**src/sv/rlse_pkg.sv**
```systemverilog
// ----------------------------------------------------------------------------
// rlse_pkg
// Shared types, constants and the SPI bit encoder for the LED ring frame encoder.
// ----------------------------------------------------------------------------
package rlse_pkg;

	localparam int NUM_LEDS_DEF = 16;

	localparam int LED_CNT_W = 5;
	localparam int CODE_W    = 8;
	localparam int CFG_IDX_W = 2;
	localparam int PIX_IDX_W = 4;
	localparam int COLOR_W   = 8;
	localparam int PIXEL_W   = 3 * COLOR_W;
	localparam int WORD_W    = 8 * CODE_W;

	localparam logic [LED_CNT_W-1:0] LED_COUNT_RST = 5'd16;
	localparam logic [CODE_W-1:0]    CODE_ZERO_RST = 8'hC0;
	localparam logic [CODE_W-1:0]    CODE_ONE_RST  = 8'hFC;

	typedef enum logic [2:0] {
		OP_WRITE  = 3'd0,
		OP_SHOW   = 3'd1,
		OP_ROTATE = 3'd2,
		OP_BLANK  = 3'd3,
		OP_CLEAR  = 3'd4
	} opcode_t;

	typedef enum logic [CFG_IDX_W-1:0] {
		REG_LED_COUNT = 2'd0,
		REG_CODE_ZERO = 2'd1,
		REG_CODE_ONE  = 2'd2
	} cfg_reg_t;

	typedef enum logic {
		ST_IDLE,
		ST_SEND
	} state_t;

	typedef enum logic [1:0] {
		COL_GREEN = 2'd0,
		COL_RED   = 2'd1,
		COL_BLUE  = 2'd2
	} color_t;

	typedef struct packed {
		logic                 wr_en;
		logic                 clr;
		logic [PIX_IDX_W-1:0] wr_idx;
		logic [PIXEL_W-1:0]   wr_px;
	} store_cmd_t;

	// Each color bit becomes one SPI byte, MSB first in the top byte.
	function automatic logic [WORD_W-1:0] encode_byte(
		input logic [COLOR_W-1:0] c,
		input logic [CODE_W-1:0]  code0,
		input logic [CODE_W-1:0]  code1
	);
		logic [WORD_W-1:0] w;
		w = '0;
		for (int i = 0; i < COLOR_W; i++) begin
			w[i*CODE_W +: CODE_W] = c[i] ? code1 : code0;
		end
		return w;
	endfunction

endpackage

```
**src/sv/rlse_if.sv**
```systemverilog
// ----------------------------------------------------------------------------
// rlse_if
// Request channels of the LED ring frame encoder: commands in, SPI words out.
// ----------------------------------------------------------------------------
interface rlse_cmd_if;
	logic       valid;
	logic       ready;
	logic [2:0] opcode;
	logic [3:0] pixel_index;
	logic [7:0] green;
	logic [7:0] red;
	logic [7:0] blue;

	modport source (output valid, output opcode, output pixel_index,
		output green, output red, output blue, input ready);
	modport sink (input valid, input opcode, input pixel_index,
		input green, input red, input blue, output ready);
endinterface

interface rlse_word_if;
	logic        valid;
	logic        ready;
	logic [63:0] spi_word;
	logic        last;

	modport source (output valid, output spi_word, output last, input ready);
	modport sink (input valid, input spi_word, input last, output ready);
endinterface

```
**src/sv/rgb_led_ring_spi_frame_encoder.sv**
```systemverilog
// ----------------------------------------------------------------------------
// rgb_led_ring_spi_frame_encoder
// Stores a ring of GRB pixels and streams rotated frames as SPI-coded words.
// Show, rotate and blank are taken when idle, then NUM_LEDS*3 words (48 at
// default) follow, one per cycle while the receiver takes them, from a single
// slot/encode datapath stepped by a position and color counter; not ready
// until the last word is loaded. Write and clear emit nothing.
// arst_n clears pixels, rotation and sequencer; registers take reset values.
// ----------------------------------------------------------------------------
module rgb_led_ring_spi_frame_encoder #(
	parameter int NUM_LEDS = rlse_pkg::NUM_LEDS_DEF
) (
	input  logic                           clk,
	input  logic                           arst_n,
	input  logic                           cfg_we,
	input  logic [rlse_pkg::CFG_IDX_W-1:0] cfg_index,
	input  logic [rlse_pkg::CODE_W-1:0]    cfg_data,
	rlse_cmd_if.sink                       cmd,
	rlse_word_if.source                    word
);
	import rlse_pkg::*;

	localparam int SLOT_W = (NUM_LEDS > 1) ? $clog2(NUM_LEDS) : 1;
	localparam logic [SLOT_W-1:0] LAST_SLOT = SLOT_W'(NUM_LEDS - 1);
	localparam logic [SLOT_W:0]   NUM_EXT   = (SLOT_W + 1)'(NUM_LEDS);

	logic [LED_CNT_W-1:0] led_count_q;
	logic [CODE_W-1:0]    code_zero_q;
	logic [CODE_W-1:0]    code_one_q;

	state_t            state_q, state_d;
	logic [SLOT_W-1:0] rot_q;
	logic [SLOT_W-1:0] pos_q;
	color_t            color_q;
	logic              blank_q;

	logic              out_valid_q;
	logic [WORD_W-1:0] out_word_q;
	logic              out_last_q;

	logic               accept;
	logic               start;
	logic               load;
	logic               is_last;
	logic [SLOT_W:0]    slot_ext;
	logic [SLOT_W-1:0]  slot;
	logic [PIXEL_W-1:0] rd_px;
	logic [PIXEL_W-1:0] px;
	logic [COLOR_W-1:0] color_byte;
	store_cmd_t         store_cmd;

	assign cmd.ready = (state_q == ST_IDLE);
	assign accept    = cmd.valid && cmd.ready;
	assign start     = accept && (cmd.opcode == OP_SHOW || cmd.opcode == OP_ROTATE
		|| cmd.opcode == OP_BLANK);
	assign load      = (state_q == ST_SEND) && (!out_valid_q || word.ready);
	assign is_last   = (pos_q == LAST_SLOT) && (color_q == COL_BLUE);

	always_ff @(posedge clk or negedge arst_n) begin
		if (!arst_n) begin
			led_count_q <= LED_COUNT_RST;
			code_zero_q <= CODE_ZERO_RST;
			code_one_q  <= CODE_ONE_RST;
		end else if (cfg_we) begin
			case (cfg_index)
				REG_LED_COUNT: led_count_q <= cfg_data[LED_CNT_W-1:0];
				REG_CODE_ZERO: code_zero_q <= cfg_data;
				REG_CODE_ONE:  code_one_q  <= cfg_data;
				default: ;
			endcase
		end
	end

	assign store_cmd.wr_en  = accept && (cmd.opcode == OP_WRITE)
		&& (32'(cmd.pixel_index) < NUM_LEDS);
	assign store_cmd.clr    = accept && (cmd.opcode == OP_CLEAR);
	assign store_cmd.wr_idx = cmd.pixel_index;
	assign store_cmd.wr_px  = {cmd.green, cmd.red, cmd.blue};

	rlse_pixel_store #(
		.NUM_LEDS (NUM_LEDS),
		.SLOT_W   (SLOT_W)
	) u_store (
		.clk     (clk),
		.arst_n  (arst_n),
		.cmd     (store_cmd),
		.rd_slot (slot),
		.rd_px   (rd_px)
	);

	always_comb begin
		if (pos_q >= rot_q) begin
			slot_ext = {1'b0, pos_q} - {1'b0, rot_q};
		end else begin
			slot_ext = {1'b0, pos_q} + NUM_EXT - {1'b0, rot_q};
		end
		slot = slot_ext[SLOT_W-1:0];
		px = (!blank_q && (32'(slot) < 32'(led_count_q))) ? rd_px : '0;
		case (color_q)
			COL_GREEN: color_byte = px[23:16];
			COL_RED:   color_byte = px[15:8];
			default:   color_byte = px[7:0];
		endcase
	end

	always_ff @(posedge clk or negedge arst_n) begin
		if (!arst_n) begin
			state_q <= ST_IDLE;
		end else begin
			state_q <= state_d;
		end
	end

	always_comb begin
		state_d = state_q;
		case (state_q)
			ST_IDLE: begin
				if (start) begin
					state_d = ST_SEND;
				end
			end
			ST_SEND: begin
				if (load && is_last) begin
					state_d = ST_IDLE;
				end
			end
			default: state_d = ST_IDLE;
		endcase
	end

	always_ff @(posedge clk or negedge arst_n) begin
		if (!arst_n) begin
			rot_q   <= '0;
			pos_q   <= '0;
			color_q <= COL_GREEN;
			blank_q <= 1'b0;
		end else if (start) begin
			pos_q   <= '0;
			color_q <= COL_GREEN;
			blank_q <= (cmd.opcode == OP_BLANK);
			if (cmd.opcode == OP_BLANK) begin
				rot_q <= '0;
			end else if (cmd.opcode == OP_ROTATE) begin
				rot_q <= (rot_q == LAST_SLOT) ? '0 : rot_q + 1'b1;
			end
		end else if (load) begin
			if (color_q == COL_BLUE) begin
				color_q <= COL_GREEN;
				pos_q   <= is_last ? '0 : pos_q + 1'b1;
			end else begin
				color_q <= color_t'(color_q + 2'd1);
			end
		end
	end

	always_ff @(posedge clk or negedge arst_n) begin
		if (!arst_n) begin
			out_valid_q <= 1'b0;
		end else if (load) begin
			out_valid_q <= 1'b1;
		end else if (word.ready) begin
			out_valid_q <= 1'b0;
		end
	end

	always_ff @(posedge clk) begin
		if (load) begin
			out_word_q <= encode_byte(color_byte, code_zero_q, code_one_q);
			out_last_q <= is_last;
		end
	end

	assign word.valid    = out_valid_q;
	assign word.spi_word = out_word_q;
	assign word.last     = out_last_q;

`ifndef SYNTHESIS
	a_start_sends: assert property (@(posedge clk) disable iff (!arst_n)
		start |=> state_q == ST_SEND)
		else $error("frame request did not start sending");
	a_rot_range: assert property (@(posedge clk) disable iff (!arst_n)
		32'(rot_q) < NUM_LEDS && 32'(pos_q) < NUM_LEDS)
		else $error("rotation or position out of range");
	a_frame_end: assert property (@(posedge clk) disable iff (!arst_n)
		load && is_last |=> out_valid_q && out_last_q && state_q == ST_IDLE)
		else $error("last word not flagged at frame end");
`endif

endmodule

```
**src/sv/rlse_pixel_store.sv**
```systemverilog
// ----------------------------------------------------------------------------
// rlse_pixel_store
// Pixel registers with single write, clear-all and one read port.
// ----------------------------------------------------------------------------
module rlse_pixel_store #(
	parameter int NUM_LEDS = rlse_pkg::NUM_LEDS_DEF,
	parameter int SLOT_W   = (NUM_LEDS > 1) ? $clog2(NUM_LEDS) : 1
) (
	input  logic                         clk,
	input  logic                         arst_n,
	input  rlse_pkg::store_cmd_t         cmd,
	input  logic [SLOT_W-1:0]            rd_slot,
	output logic [rlse_pkg::PIXEL_W-1:0] rd_px
);
	import rlse_pkg::*;

	logic [PIXEL_W-1:0] px_q [NUM_LEDS];

	always_ff @(posedge clk or negedge arst_n) begin
		if (!arst_n) begin
			for (int i = 0; i < NUM_LEDS; i++) begin
				px_q[i] <= '0;
			end
		end else if (cmd.clr) begin
			for (int i = 0; i < NUM_LEDS; i++) begin
				px_q[i] <= '0;
			end
		end else if (cmd.wr_en) begin
			for (int i = 0; i < NUM_LEDS; i++) begin
				if (32'(cmd.wr_idx) == i) begin
					px_q[i] <= cmd.wr_px;
				end
			end
		end
	end

	assign rd_px = px_q[rd_slot];

endmodule

```
**src/flat_wrapper.sv**
```systemverilog
// flat-port wrapper written by rule: the top's interface ports become plain ports
module rgb_led_ring_spi_frame_encoder_flat import rlse_pkg::*;
#(
	parameter int NUM_LEDS = rlse_pkg::NUM_LEDS_DEF
)
  (clk, arst_n, cfg_we, cfg_index, cfg_data, cmd_valid, cmd_opcode, cmd_pixel_index, cmd_green, cmd_red, cmd_blue, cmd_ready, word_valid, word_spi_word, word_last, word_ready);
  rlse_cmd_if cmd_i ();
  rlse_word_if word_i ();
  input  logic clk;
  input  logic arst_n;
  input  logic cfg_we;
  input  logic [rlse_pkg::CFG_IDX_W-1:0] cfg_index;
  input  logic [rlse_pkg::CODE_W-1:0] cfg_data;
  input wire logic [$bits(cmd_i.valid)-1:0] cmd_valid;
  input wire logic [$bits(cmd_i.opcode)-1:0] cmd_opcode;
  input wire logic [$bits(cmd_i.pixel_index)-1:0] cmd_pixel_index;
  input wire logic [$bits(cmd_i.green)-1:0] cmd_green;
  input wire logic [$bits(cmd_i.red)-1:0] cmd_red;
  input wire logic [$bits(cmd_i.blue)-1:0] cmd_blue;
  output wire logic [$bits(cmd_i.ready)-1:0] cmd_ready;
  output wire logic [$bits(word_i.valid)-1:0] word_valid;
  output wire logic [$bits(word_i.spi_word)-1:0] word_spi_word;
  output wire logic [$bits(word_i.last)-1:0] word_last;
  input wire logic [$bits(word_i.ready)-1:0] word_ready;
  assign cmd_i.valid = cmd_valid;
  assign cmd_i.opcode = cmd_opcode;
  assign cmd_i.pixel_index = cmd_pixel_index;
  assign cmd_i.green = cmd_green;
  assign cmd_i.red = cmd_red;
  assign cmd_i.blue = cmd_blue;
  assign cmd_ready = cmd_i.ready;
  assign word_valid = word_i.valid;
  assign word_spi_word = word_i.spi_word;
  assign word_last = word_i.last;
  assign word_i.ready = word_ready;
  rgb_led_ring_spi_frame_encoder #(.NUM_LEDS(NUM_LEDS)) u_core (.clk(clk), .arst_n(arst_n), .cfg_we(cfg_we), .cfg_index(cfg_index), .cfg_data(cfg_data), .cmd(cmd_i), .word(word_i));
endmodule
```
**config.mk**
```make
export PLATFORM = sky130hd
export DESIGN_NAME = rgb_led_ring_spi_frame_encoder_flat
export DESIGN_NICKNAME = d
export VERILOG_FILES = /design/src/sv/rlse_pkg.sv /design/src/sv/rlse_if.sv /design/src/sv/rgb_led_ring_spi_frame_encoder.sv /design/src/sv/rlse_pixel_store.sv /design/src/flat_wrapper.sv
export SDC_FILE = /design/constraint.sdc
export NUM_CORES = 1
export LEC_CHECK = 0
export BUFFER_PORTS_ARGS = -buffer_cell sky130_fd_sc_hd__clkbuf_2
export CAP_MARGIN = 40
export CORE_MARGIN = 4
export CORE_UTILIZATION = 62
export DETAILED_ROUTE_END_ITERATION = 7
export HOLD_SLACK_MARGIN = 0.15
export PLACE_DENSITY = 0.78
export SLEW_MARGIN = 25
export SYNTH_ARGS = -nofsm -noshare
export SYNTH_HDL_FRONTEND = slang
export SYNTH_HIERARCHICAL = 1
export SYNTH_SLANG_ARGS = --single-unit
```
**constraint.sdc**
```tcl
create_clock -name clk -period 4.2 [get_ports clk]
set_input_delay 0.21 -clock clk [delete_from_list [all_inputs] [get_ports clk]]
set_output_delay 0.21 -clock clk [all_outputs]
set_load 0.005 [all_outputs]
```
==> impl_metrics.yaml, run 1 <==
timing:
  fin_crit_sh: 0.961
  max_freq_mhz: 248
  rsz0062_at_grt: "no"
  setup_tns_ns: 0
  tightest_slew_ns: 1.03
  finalHoldViolCount: 0
  slew_viol_final: 0
  maxSlewHeadroom: 0.314
  fin_worst_skew_ns: 0.0112
  timing.final.crit_period_ns: 4.04
  finalSetupViolations: 0
yosys:
  synth_cell_type_count: 44
  synth-seq-area-share: 0.521
  yosysMostFrequentCell: "dfrtp_1"
  synth_flop_cell: "dfrtp_1"
  synth-simple-area-share: 0.101
  syn_avg_cell_area_um2: 10.3
  ys_top_cells_by_area: "dfrtp_1 (43%), mux4_2 (9.1%), a21oi_1 (8.3%)"
  syn_nets: 2381
  syn_inst: 2326
  synth_xor_area_frac: 0.00220
  synth_warnings: 6
  synthAdderAreaFrac: 0.00504
  synth_top_area_frac: 0.429
  synth_seq_cells: 483
  synth_top_family_by_area: "compound AO/OA/AOI/OAI gates"
  async_reset_ff_frac: 0.865
  synth_edf_count: 65
  ys_top_cells_by_count: "dfrtp_1 (409), a21oi_1 (396), nand3_1 (385), o21ai_0 (329), clkbuf_1 (228)"
  synthMuxAreaShare: 0.133
  synth_compound_area_frac: 0.184
  yosys.area.top_type: "dfrtp_1"
  netlist_area_um2: 23900
detailed_routing:
  first_iter_violations: 2878
  drcViolationCount: 0
  via_count: 20300
  ant_nets: 0
  wl_per_cell_um: 24.6
  routed_wl_um: 70300
  via_per_inst: 7.12
  dr.pass1.iters: 6
status:
  outcome: "finished clean"
cells_and_area:
  fin_nets: 2352
  syn2layout_area_growth_pct: 12.6
  drive_above_1_share: 0.199
global_route:
  grt_max_degree: 194
  grt_antenna_before_repair: 10
  groute.usage.overall: 0.336
  overflow: 0
  grt_pass1_vias: 20600
  grt_pass1_wl_um: 112000
worst_setup_path:
  crit_buf_inv: 3
  ff2ff_setup_slack_ns: 0.16
  cpMostUsedCell: "inv_1"
  startpoint: "u_core/pos_q[0]"
  cp.required_ns: 4.52
  start_kind: "register"
  worst-r2r-cell-count: 13
  path_cells: "inv_1, ha_1, inv_1, fa_4, buf_12, mux4_2, a22oi_1, nand2_1, mux2i_1, nor2_1, a21oi_2, nor2_2, mux2_2"
  slowest_delay_ns: 0.98
  end_kind: "register"
  critPathSlowestCell: "fa_4"
  r2r-end: "u_core/word.spi_word[28]"
  rr_startpoint: "u_core/pos_q[0]"
  path_delay_family: "adder cells"
  cp_max_fo: 29
  crit_arrival_ns: 4.36
  critPathKind: "register to register"
job:
  drv_cap: 0
floorplanning:
  die-width_um: 204
  die-area_um2: 41700
  start_util: 0.630
  die_h_um: 204
  pin_count: 113
  rows: 71
  floorplan.core_area_um2: 37800
clock_tree:
  clock-sinks: 483
  clock_latency_ns: 0.59
  cts_tree: "built"
  root_buffer: "clkbuf_16"
  cts_setup_buffers: 0
  cts_buffers: 50
  path_clk_slew_ns: 0.06
  cts_max_level: 2
  clockBufferDepth: 3
worst_hold_path:
  hold_end: "u_core/rot_q[1]"
  worstHoldStart: "cmd_valid"
  hold_path.class: "primary input to register"
  holdPathStages: 4
place:
  dp_hpwl_um: 37600
  port_buffers: 112
  place_congestion: 0.832
pwr:
  power_density_nw_per_um2: 449
  peakVddDrop_mv: 0.320
  leakage_nw: 11.0
  p_total_w: 0.0121
==> area by class of cell <==
class	instances	area, um^2
flip-flops and latches	483	12400
fillers	2549	11000
multi-input cells	1533	10200
repair buffers	216	1840
clock buffers	73	1460
well taps	511	639
clock inverters	18	164
inverters	13	53.8
diodes	9	22.5
==> cell usage in the layout, fill, tap and decap left out, types with 4 or more instances in the layout <==
cell type / synthesis / layout
edfxtp_1: 65 / 65
nand3b_1: 5 / 5
buf_16: 0 / 4
nor2_1: 16 / 14
diode_2: 0 / 9
buf_4: 4 / 30
nand2_1: 44 / 43
buf_12: 0 / 23
clkbuf_8: 0 / 10
dfrtp_1: 409 / 409
nand3_1: 385 / 384
clkbuf_2: 0 / 111
mux2_2: 81 / 81
inv_1: 13 / 11
clkbuf_16: 0 / 51
a21oi_1: 396 / 394
o21ai_1: 67 / 67
dlygate4sd3_1: 0 / 47
clkbuf_1: 228 / 12
ha_1: 8 / 8
mux2i_1: 9 / 9
a22oi_1: 48 / 48
clkinv_2: 0 / 10
nor2_2: 8 / 9
clkinv_1: 0 / 4
mux4_2: 96 / 96
dfstp_2: 9 / 9
o21ai_0: 329 / 329
==> worst min-delay path, delay by kind of cell <==
kind                   cells  cell delay [ns]
AO/OA/AOI/OAI              1             0.12
AND/OR/NAND/NOR            2             0.33
buffers and inverters      1             0.09
==> cell families after synthesis <==
logic type                 after synthesis
AOI/OAI and AO/OA                      849
xor gates and xnor gates                 6
adders and majority gates                9
buffers and inverters                  310
DFF                                    483
muxes                                  186
and+or+nand+nor                        483
==> flip-flops by register name, indices dropped and copies added, names as in the netlist <==
name,cells
u_core/word.last,1
u_core/color_q,2
u_core/blank_q,1
u_core/rot_q,4
u_core/code_one_q,8
u_core/pos_q,4
u_core/u_store/px_q,384
u_core/state_q,1
u_core/word.valid,1
u_core/code_zero_q,8
u_core/led_count_q,5
u_core/word.spi_word,64
==> power by group <==
part / internal, W / leakage, nW / switching [W]
clock: 0.00258 / 0.807 / 0.00184
sequential: 0.00495 / 6.41 / 0.000191
combinational: 0.000960 / 3.79 / 0.00154
==> timing repair <==
action / CTS / global route
setup endpoints to repair: 0 / 9
hold buffers: 47 / 0
gates resized for setup: 0 / 2
endpoints found under the hold margin: 505 / 0
==> per-stage QoR <==
step	instances	hold WS (ns)	area (um^2)	worst slack, ns	utilization
2_1_floorplan	2326	-0.0856	23900	1.02	-
3_3_place_gp	2701	0.328	24500	0.280	0.648
3_5_place_dp	2709	0.330	24700	0.238	0.653
4_1_cts	2847	0.179	26800	0.183	0.709
5_1_grt	2856	0.246	26800	0.0122	0.709
6_report	2856	0.211	26800	0.163	0.709
==> metal layers <==
layer | track usage | up-vias | part of all wire
li1 | - | 8489 | -
met1 | 0.452 | 10100 | 0.37
met2 | 0.534 | 1459 | 0.48
met3 | 0.0690 | 248 | 0.11
met4 | 0.153 | 2 | 0.042
met5 | 0 | - | 0.00018
==> how the worst max path moves through the flow <==
stage                     depth (start not counted)                  endpoint
after floorplan                                  15  u_core/word.spi_word[56]
after global placement                           13  u_core/word.spi_word[37]
after detailed placement                         13  u_core/word.spi_word[29]
after CTS                                        13  u_core/word.spi_word[28]
after global routing                             13  u_core/word.spi_word[61]
final                                            13  u_core/word.spi_word[28]
Power figures use the tool's default switching activity.
==> inputs of run 2 (changes only) <==
- CORE_MARGIN: 4 -> unset
==> run 2 against run 1 <==
Compared with the run above: first-iteration DRC count down 8.1%; highest routed layer is now met4; core utilization grew 0.23 points; cell area hardly changed; largest power group unchanged; setup slack got worse by 0.033 ns; wire length rose by 1.7%; global-route usage increased by 3.3 points; maximum frequency decreased by 0.80%; critical endpoint is now u_core/word.spi_word[5]; worst hold slack improved by 0.020 ns; clock-buffer cell count is 6 higher; clock skew is 0.0089 ns higher; combinational power is 2% higher; sequential share of layout area about the same.
==> impl_metrics.yaml, run 2 (synthesis results as in run 1) <==
floorplanning:
  pin_count: 113
  die-area_um2: 39300
  start_util: 0.632
  die_h_um: 198
  rows: 71
  die-width_um: 198
  floorplan.core_area_um2: 37800
status:
  outcome: "finished clean"
detailed_routing:
  dr.pass1.iters: 6
  first_iter_violations: 2644
  ant_nets: 0
  via_per_inst: 7.11
  wl_per_cell_um: 25.0
  routed_wl_um: 71500
  via_count: 20400
  drcViolationCount: 0
clock_tree:
  clockBufferDepth: 3
  cts_max_level: 2
  cts_buffers: 50
  clock_latency_ns: 0.59
  path_clk_slew_ns: 0.06
  clock-sinks: 483
  post_cts_resize_count: 0
  cts_tree: "built"
  root_buffer: "clkbuf_16"
worst_setup_path:
  path_cells: "inv_1, ha_1, inv_1, fa_4, buf_12, buf_12, mux4_2, a22oi_1, nand2_1, mux2i_1, nor2_1, a21oi_1, nor2_2, mux2_2"
  cp.required_ns: 4.54
  start_kind: "register"
  crit_arrival_ns: 4.41
  critPathSlowestCell: "fa_4"
  slowest_delay_ns: 0.88
  cp_max_fo: 21
  critPathKind: "register to register"
  end_kind: "register"
timing:
  timing.final.crit_period_ns: 4.07
  tightest_slew_ns: 0.919
  slew_viol_final: 0
  max_freq_mhz: 246
  timing.hold.ws_ns: 0.231
  fin_crit_sh: 0.969
  maxSlewHeadroom: 0.386
  finalHoldViolCount: 0
  finalSetupViolations: 0
  fin_worst_skew_ns: 0.0202
  fin_ws_ns: 0.131
place:
  dp_cells: 2711
  place_congestion: 0.824
  preCtsSetupSlack_ns: 0.144
  port_buffers: 112
  dp_hpwl_um: 38000
job:
  drv_cap: 0
cells_and_area:
  largest_reg_flops: 384
  instances_no_fill: 2863
  drive_above_1_share: 0.202
  fin_nets: 2361
  final_common_cell: "dfrtp_1"
  syn2layout_area_growth_pct: 12.7
  layout_common_cells: "dfrtp_1 (409), a21oi_1 (396), nand3_1 (384)"
  top_register: "u_core/u_store/px_q"
global_route:
  grt_pass1_wl_um: 112000
  grt_antenna_before_repair: 10
  grt_max_degree: 183
  grt_pass1_vias: 20400
  groute.usage.overall: 0.369
  overflow: 0
pwr:
  leakage_nw: 11.0
  peakVddDrop_mv: 0.304
  power_density_nw_per_um2: 450
worst_hold_path:
  hold_path.class: "primary input to register"
## run 2: cell types whose count changed in the layout (fill, tap and decap cells not counted)
| cell | before | now |
|---|---|---|
| buf_12 | 23 | 17 |
| diode_2 | 9 | 10 |
| clkinv_2 | 10 | 7 |
| buf_6 | 0 | 1 |
| buf_16 | 4 | 6 |
| buf_4 | 30 | 42 |
| clkbuf_8 | 10 | 16 |
| bufinv_16 | 3 | 1 |
| a21oi_1 | 394 | 396 |
| clkinv_1 | 4 | 0 |
| a21oi_2 | 2 | 0 |
## run 2: cell type report
cell class	count	area [um^2]
Timing Repair Buffer	225	1870
Inverter	13	53.8
Sequential cell	483	12400
Fill cell	2588	10900
Clock buffer	79	1540
Clock inverter	9	73.8
Antenna cell	10	25.0
Multi-Input combinational cell	1533	10200
Tap cell	511	639
## run 2: worst paths after layout
kind | cells past startpoint | start | slack [ns] | end
worst max-delay path | 14 | u_core/pos_q[0] | 0.13 | u_core/word.spi_word[5]
worst min-delay path | 4 | cmd_valid | 0.23 | u_core/rot_q[1]
worst max register to register | 14 | u_core/pos_q[0] | 0.13 | u_core/word.spi_word[5]
worst min register to register | 2 | u_core/u_store/px_q[306] | 0.54 | u_core/u_store/px_q[306]
max in group asynchronous | 3 | arst_n | 2.80 | u_core/u_store/px_q[305]
min in group asynchronous | 2 | arst_n | 0.26 | u_core/u_store/px_q[21]
## run 2: per-stage QoR
step           utilization  instance area (um^2)  setup TNS, ns  power (W)
6_report             0.712                 26900              0     0.0121
5_1_grt              0.712                 26900       -0.00299     0.0124
4_1_cts              0.708                 26700              0     0.0120
3_5_place_dp         0.653                 24700              0    0.00759
3_3_place_gp         0.649                 24500              0    0.00754
2_1_floorplan            -                 23900              0    0.00661
## run 2: routing by layer
metal | global-route usage | share of wire | vias up
met5 | 0 | 0 | -
met4 | 0.200 | 0.044 | 0
met3 | 0.0835 | 0.11 | 285
met2 | 0.582 | 0.48 | 1465
met1 | 0.477 | 0.37 | 10100
li1 | - | - | 8499
## run 2: worst max-delay path: cells and delay by family, from the launching register on
family	cells	cell delay, ns
AOI/OAI and AO/OA	2	0.50
muxes	3	1.00
and+or+nand+nor	3	0.38
adders and majority gates	2	1.02
buffers and inverters	4	0.49
DFF	1	0.42
## run 2: what timing repair did
action	in CTS	in global routing
setup endpoints to repair	0	13
hold buffers	47	0
setup buffers	0	5
endpoints found under the hold margin	516	0
## run 2: power breakdown
part / switching [W] / internal [W]
Sequential: 0.000180 / 0.00495
Clock: 0.00185 / 0.00256
Combinational: 0.00159 / 0.000969
Total: 0.00362 / 0.00848
